$ cat src/rtl/fccw_ram.sv
// Generic single-port-write, single-port-read RAM with registered read data.
module fccw_ram #(
    parameter int WIDTH = 8,
    parameter int DEPTH = 16
) (
    input  logic                     i_clk,
    input  logic                     i_we,
    input  logic [$clog2(DEPTH)-1:0] i_waddr,
    input  logic [WIDTH-1:0]         i_wdata,
    input  logic                     i_re,
    input  logic [$clog2(DEPTH)-1:0] i_raddr,
    output logic [WIDTH-1:0]         o_rdata
);
    logic [WIDTH-1:0] r_mem [DEPTH];
    logic [WIDTH-1:0] r_rdata;

    always_ff @(posedge i_clk) begin
        if (i_we) begin
            r_mem[i_waddr] <= i_wdata;
        end
        if (i_re) begin
            r_rdata <= r_mem[i_raddr];
        end
    end

    assign o_rdata = r_rdata;
endmodule

$ cat config.mk
export PLATFORM = sky130hd
export DESIGN_NAME = fccw_ram
export DESIGN_NICKNAME = d
export VERILOG_FILES = /design/src/rtl/fccw_ram.sv
export SDC_FILE = /design/constraint.sdc
export NUM_CORES = 1
export LEC_CHECK = 0
export BUFFER_PORTS_ARGS = -buffer_cell sky130_fd_sc_hd__buf_2
export CAP_MARGIN = 20
export CELL_PAD_IN_SITES_DETAIL_PLACEMENT = 1
export CELL_PAD_IN_SITES_GLOBAL_PLACEMENT = 1
export CORE_ASPECT_RATIO = 0.5
export CORE_UTILIZATION = 30
export CTS_CLUSTER_DIAMETER = 100
export CTS_CLUSTER_SIZE = 30
export DETAILED_ROUTE_END_ITERATION = 10
export PLACE_DENSITY = 0.59
export SYNTH_ARGS = -nofsm -noshare
export SYNTH_HDL_FRONTEND = slang
export SYNTH_SLANG_ARGS = --single-unit
$ cat constraint.sdc
create_clock -name i_clk -period 6 [get_ports i_clk]
set_clock_uncertainty 0.15 [all_clocks]
set_input_delay 0.9 -clock i_clk [delete_from_list [all_inputs] [get_ports i_clk]]
set_output_delay 0.9 -clock i_clk [all_outputs]
set_load 0.01 [all_outputs]
After elaboration in Yosys (flattened, before gate mapping)
Memories as Yosys holds them, arrays and structs flattened. A register that Yosys moved wholly into a read port is not among the register bits. Cells that the tools add are included.

Mux-type cells: 2.

Operator list (count): two-way mux 1 bit (2).

Logic and storage cells: 3. Output and inout port bits: 8. Memories kept: 1. Bits in registers: 0. Bits in writable memories: 128.

Memory list: r_mem (depth 16, width 8, rd ports 1, clocked after Yosys merged registers in 1, write ports 1, RTL line 14) `logic [WIDTH-1:0] r_mem [DEPTH];`.

Depth between registers and ports, before layout
Gate-level depths: netlist of the first run.

Depth after elaboration: 2. Gate-level depth with buffers: 5.

Worst setup path after synthesis of the first run
No wires, ideal clock.

Kind: input port to flip-flop. Start: input port i_waddr[2]. End: memory r_mem[0][0] (enable). Path buffers: 0. Setup slack: 3457 ps. Stages: 2. Library setup time: 383 ps. Arrival time: 2010 ps. Data required time: 5467 ps. Cell sequence: or3b_2 -> nor3_1.

RTL lines: from (decl) (RTL line 8) `input logic [$clog2(DEPTH)-1:0] i_waddr,`; to (decl) (RTL line 14).

Straight into the memory's write port.

==> results.toml, run 1 <==
[sta]
maxSlewViolCount = 0
worst-slew-pin-transition_ns = 0.910
fmax_mhz = 389
finalSetupTns_ns = 0
rsz0062_at_grt = "no"
layout_min_cycle_time_ns = 2.57
worst_hold_margin_ns = 0.614
timing.slew.headroom = 0.391
setup_viol = 0
hold_violations = 0
post-route-period-util = 0.429

[critical_path]
start_kind = "primary input"
path_class = "in2reg"
worstReg2RegEnd = "o_rdata[4]"
worstSetupEndpointType = "flop"
endpoint = "o_rdata[3]"
worst-endpoint-arrival_ns = 2.58
r2r_start = "r_mem[10][4]"
cp.required_ns = 6.00
crit_fanout = 18
timing.critical_path.from = "i_raddr[0]"
worstRegToRegCells = 3
rrSetupSlack_ns = 4.31

[clocking]
ctsHtreeMaxLevel = 4
cts_hold_repair.buffers = 0
cts_inserted_buffers = 17
tritoncts = "yes"
clkTransAtPathRegs_ns = 0.06
clkLatencyLatePin_ns = 0.41
clock_tree.buffer_depth = 2
post_cts_resize_count = 0
cts.sink_count = 136
root_buffer = "clkbuf_16"
post_cts.repair.setup_buffers = 0

[synth]
mappedNetlistArea_um2 = 5230
synth_top_cells_by_area = "edfxtp_1 78%, mux4_2 7.8%, mux4_1 7.0%"
netlist_instances = 229
yosysWarningCount = 0
synthesized_nets = 248
synth_largest_type_area_fraction = 0.781
synthDistinctLibCells = 18
synth_register_bits = 136
yosysSeqAreaShare = 0.781
syn_avg_cell_area_um2 = 22.8
synth_top_area_cell = "edfxtp_1"

[power_and_ir_drop]
power_per_cell_area_nw_per_um2 = 355
power_leakage_nw = 2.02
vdd.ir_drop.worst_mv = 0.154

[status]
outcome = "finished, final reports clean"

[finish]
final_common_cell = "edfxtp_1"
area.sequential_um2 = 4080
multi_input_gate_area_in_the_final_layout_um2 = 1060
num-nets-final = 287
relative_area_change_from_synthesis_to_final_layout_pct = 18.5
nFillCells = 1618
antennaDiodeCount = 0
layout-drive-gt1-share = 0.285
layout.cells.most_common_list = "136 x edfxtp_1, 26 x buf_2, 18 x mux4_2, 17 x clkbuf_16, 16 x a22oi_1"

[drt]
post-route-drc-count = 0
vias = 2410
detail_route.vias_per_cell = 4.74
detailedRoute.firstIterationViolations = 233
wire_per_inst_um = 21.5
detail_route.wirelength_um = 10900
detailedRoute.firstPassIterationCount = 4
ant_nets = 0

[global_routing]
grt_util_all_layers = 0.130
grt_pass1_vias = 2643
global_route.overflow_total = 0
grt_antenna_before_repair = 0
maximum_number_of_pins_on_one_net_before_global_route_repair = 33
grt_pass1_wl_um = 16300

[hold_path]
hp-class = "reg2reg"

[placement]
dp.final_hpwl_um = 7170
gpl.final_weighted_congestion = 0.750
place.port_buffers = 26

[floorplan]
die_y_um = 95.3
die_area_um2 = 18000
cell_row_count = 33
boundaryPins = 27
initial_core_util = 0.313
coreArea_um2 = 16700
die_w_um = 189

[run]
drv.max_cap_violation_count = 0
-- metal layers --
metal / up-vias / part of all wire / routed length [µm] / global-route usage
met1: 1294 / 0.45 / 4870 / 0.164
met3: 7 / 0.049 / 539 / 0.0368
met2: 53 / 0.49 / 5380 / 0.215
li1: 1056 / - / - / -
met5: - / 0 / 0 / 0
met4: 0 / 0.0098 / 107 / 0.0464
-- logic make-up after synthesis --
kind of cell           share of synthesized area
and+or+nand+nor                           0.0314
AOI/OAI and AO/OA                         0.0230
muxes                                      0.148
DFF                                        0.781
buffers and inverters                     0.0165
-- power by group --
group	total (mW)	internal (mW)	switching (mW)	leakage, nW
Combinational	0.0982	0.0391	0.0590	0.503
Clock	1.03	0.647	0.381	0.279
Sequential	1.08	1.07	0.00575	1.24
-- critical path, stage by stage --
cell and delay (ns):
buf_2 0.46, buf_16 0.25, mux4_1 0.63, a22oi_1 0.24, nand2_1 0.09
-- flip-flops by register name, summed over array words and instances (netlist names) --
signal and flops:
r_mem 128, o_rdata 8
-- Yosys cell counts --
| cell | number |
|---|---|
| edfxtp_1 | 136 |
| mux4_2 | 18 |
| a22oi_1 | 16 |
| mux4_1 | 14 |
| nor2_1 | 13 |
| nand2_1 | 9 |
| nor3_1 | 4 |
| buf_2 | 3 |
| buf_6 | 3 |
| clkdlybuf4s25_2 | 3 |
| nand2b_1 | 2 |
| nand3b_1 | 2 |
| and2_1 | 1 |
| and2b_1 | 1 |
| buf_4 | 1 |
| nand3_1 | 1 |
| nor2b_1 | 1 |
| or3b_2 | 1 |
-- layout make-up --
class	instances	share of cell area
Multi-Input combinational cell	83	0.171
Sequential cell	136	0.659
Clock inverter	14	0.0254
Timing Repair Buffer	30	0.0291
Clock buffer	18	0.0693
Tap cell	227	0.0458
-- worst min-delay path by stage --
| stage | from | end | slack [ns] | depth (start not counted) |
|---|---|---|---|---|
| floorplan | r_mem[7][0] | o_rdata[0] | 0.55 | 3 |
| global placement | r_mem[15][3] | o_rdata[3] | 0.60 | 3 |
| detailed placement | r_mem[8][2] | o_rdata[2] | 0.60 | 3 |
| CTS | r_mem[8][2] | o_rdata[2] | 0.62 | 3 |
| global route | r_mem[15][3] | o_rdata[3] | 0.63 | 3 |
| finish | r_mem[15][3] | o_rdata[3] | 0.61 | 3 |
-- per-stage QoR --
stage                     power (mW)  cells  cell area, µm²   util  setup slack, ns
after CTS                       2.22    507            6170  0.369             3.15
final                           2.20    508            6200  0.371             3.43
after global routing            2.26    508            6200  0.371             3.37
after floorplan                 1.15    229            5230      -             3.46
after global placement          1.19    475            5580  0.334             2.80
after detailed placement        1.19    475            5580  0.334             2.77
(Power assumes the default switching activity.)
==> inputs of run 2 (changes only) <==
ABC_AREA = 1   (was unset)
PLACE_DENSITY = 0.65   (was 0.59)
clock period = 2.1 ns   (was 6 ns; I/O delays follow)
==> run 2 against run 1 <==
Combinational power rose to 3.8 times the previous value. Flip-flop and latch count unchanged. Worst setup slack worse by 2.8 ns. Largest power group is now the clock network.
==> results.toml, run 2 <==
[drt]
detail_route.vias_per_cell = 4.49
detail_route.wirelength_um = 14500
detailedRoute.firstIterationViolations = 291
wire_per_inst_um = 16.7
detailedRoute.firstPassIterationCount = 5
vias = 3883
ant_nets = 0
post-route-drc-count = 0

[critical_path]
worst-endpoint-arrival_ns = 1.02
timing.critical_path.slowest_cell_delay_ns = 0.43
crit_fanout = 1
r2r_start = "r_mem[14][7]"
path_delay_family = "flip-flops"
path_class = "reg2out"
crit_slowest_cell = "edfxtp_1"
worstSetupEndpointType = "primary output"
cp_cell_sequence = "buf_2"
cp.required_ns = 1.63
start_kind = "flop"
rrSetupSlack_ns = 0.78
worstRegToRegCells = 6
critical_path.n_buffers_inverters = 1
worstReg2RegEnd = "o_rdata[7]"

[run]
drv.max_cap_violation_count = 0

[global_routing]
maximum_number_of_pins_on_one_net_before_global_route_repair = 65
grt_pass1_wl_um = 22900
grt_antenna_before_repair = 0
global_route.overflow_total = 0
grt_util_all_layers = 0.158
grt_pass1_vias = 3991

[synth]
synth-async-reset-ratio = 0
synth_largest_type_area_fraction = 0.698
yosysSeqAreaShare = 0.698
synth_top_area_cell = "edfxtp_1"
synthesized_nets = 570
synth-main-ff-cell = "edfxtp_1"
synth_register_bits = 136
mappedNetlistArea_um2 = 5850
synth_enable_flop_cells = 136
synthDistinctLibCells = 11
synth.most_common_cell = "nand2_1"
yosysWarningCount = 0
syn_avg_cell_area_um2 = 10.6
synth_top_cells_by_area = "edfxtp_1 70%, nand2_1 11%, nand3_1 8.3%"
netlist_top_cells_count = "173 x nand2_1, 136 x edfxtp_1, 100 x inv_1"
netlist_instances = 551

[power_and_ir_drop]
vdd.ir_drop.worst_mv = 0.716
power_per_cell_area_nw_per_um2 = 961
power_leakage_nw = 2.95
design_power_total_mw = 6.69

[finish]
antennaDiodeCount = 0
finalCoreUtilization = 0.371
fin_area_um2 = 6960
layout-drive-gt1-share = 0.132
final_common_cell = "nand2_1"
relative_area_change_from_synthesis_to_final_layout_pct = 19.1
num-nets-final = 614
register_with_the_most_flip_flops = "r_mem"
layout.cells.most_common_list = "173 x nand2_1, 136 x edfxtp_1, 100 x inv_1, 97 x nand3_1, 26 x buf_2"
largest_register_ff_count = 128
finish.cell_count_without_fillers = 865

[sta]
fmax_mhz = 674
finalSetupTns_ns = 0
timing.slew.headroom = 0.567
maxSlewViolCount = 0
setup_viol = 0
post-route-period-util = 0.706
rsz0062_at_grt = "no"
layout_min_cycle_time_ns = 1.48
worst_hold_margin_ns = 0.129
worst-slew-pin-transition_ns = 0.649
final_critical_path_setup_slack_ns = 0.617
hold_violations = 0

[clocking]
post_cts_resize_count = 0
post_cts.repair.setup_buffers = 0
root_buffer = "clkbuf_16"
cts_inserted_buffers = 17
ctsHtreeMaxLevel = 4
cts_hold_repair.buffers = 0
cts.sink_count = 136
clock_tree.buffer_depth = 2
tritoncts = "yes"
clkTransAtPathRegs_ns = 0.06
clkLatencyLatePin_ns = 0.42

[hold_path]
worst_hold_startpoint = "i_re"
min_delay_path_depth = 1
hp-class = "in2reg"
hold_crit_endpoint = "o_rdata[1]"

[floorplan]
die_y_um = 101
boundaryPins = 27
coreArea_um2 = 18700
die_area_um2 = 20100
initial_core_util = 0.312
die_w_um = 199
cell_row_count = 35

[placement]
place_ws_ns = 0.352
area_after_dpl_um2 = 6330
place.port_buffers = 26
dp.final_hpwl_um = 8850
gpl.final_weighted_congestion = 0.754
dp.cells = 835

[status]
outcome = "finished, final reports clean"
run 2: cells by family after synthesis:
kind of cell / after synthesis / synth area share
simple gates: 289 / 0.208
buf+inv: 126 / 0.0939
flops: 136 / 0.698
run 2: how the worst max path moves through the flow:
stage                from            to  slack, ns  cells past startpoint
2_1_floorplan  i_waddr[2]  r_mem[10][0]       0.68                      2
3_3_place_gp   i_raddr[1]    o_rdata[2]       0.35                      6
3_5_place_dp   i_raddr[1]    o_rdata[2]       0.35                      6
4_1_cts        o_rdata[5]    o_rdata[5]       0.59                      1
5_1_grt        o_rdata[5]    o_rdata[5]       0.60                      1
6_report       o_rdata[5]    o_rdata[5]       0.62                      1
run 2: area by class of cell:
cell class / count / area (µm²)
fillers: 2106 / 11800
flip-flops and latches: 136 / 4080
multi-input cells: 289 / 1210
clock buffers: 17 / 425
inverters: 102 / 383
repair buffers: 49 / 328
well taps: 259 / 324
clock inverters: 13 / 205
run 2: routing by layer:
layer,vias up,global-route usage,wire length (µm)
met5,-,0,0
met4,0,0.0499,169
met3,12,0.0438,612
met2,72,0.251,6740
met1,1934,0.211,6940
li1,1865,-,-
run 2: power breakdown:
part	internal (mW)	total, mW	switching [mW]	leakage [nW]
Clock	2.09	3.23	1.15	0.290
Combinational	0.111	0.378	0.267	1.42
Sequential	3.06	3.08	0.0193	1.24
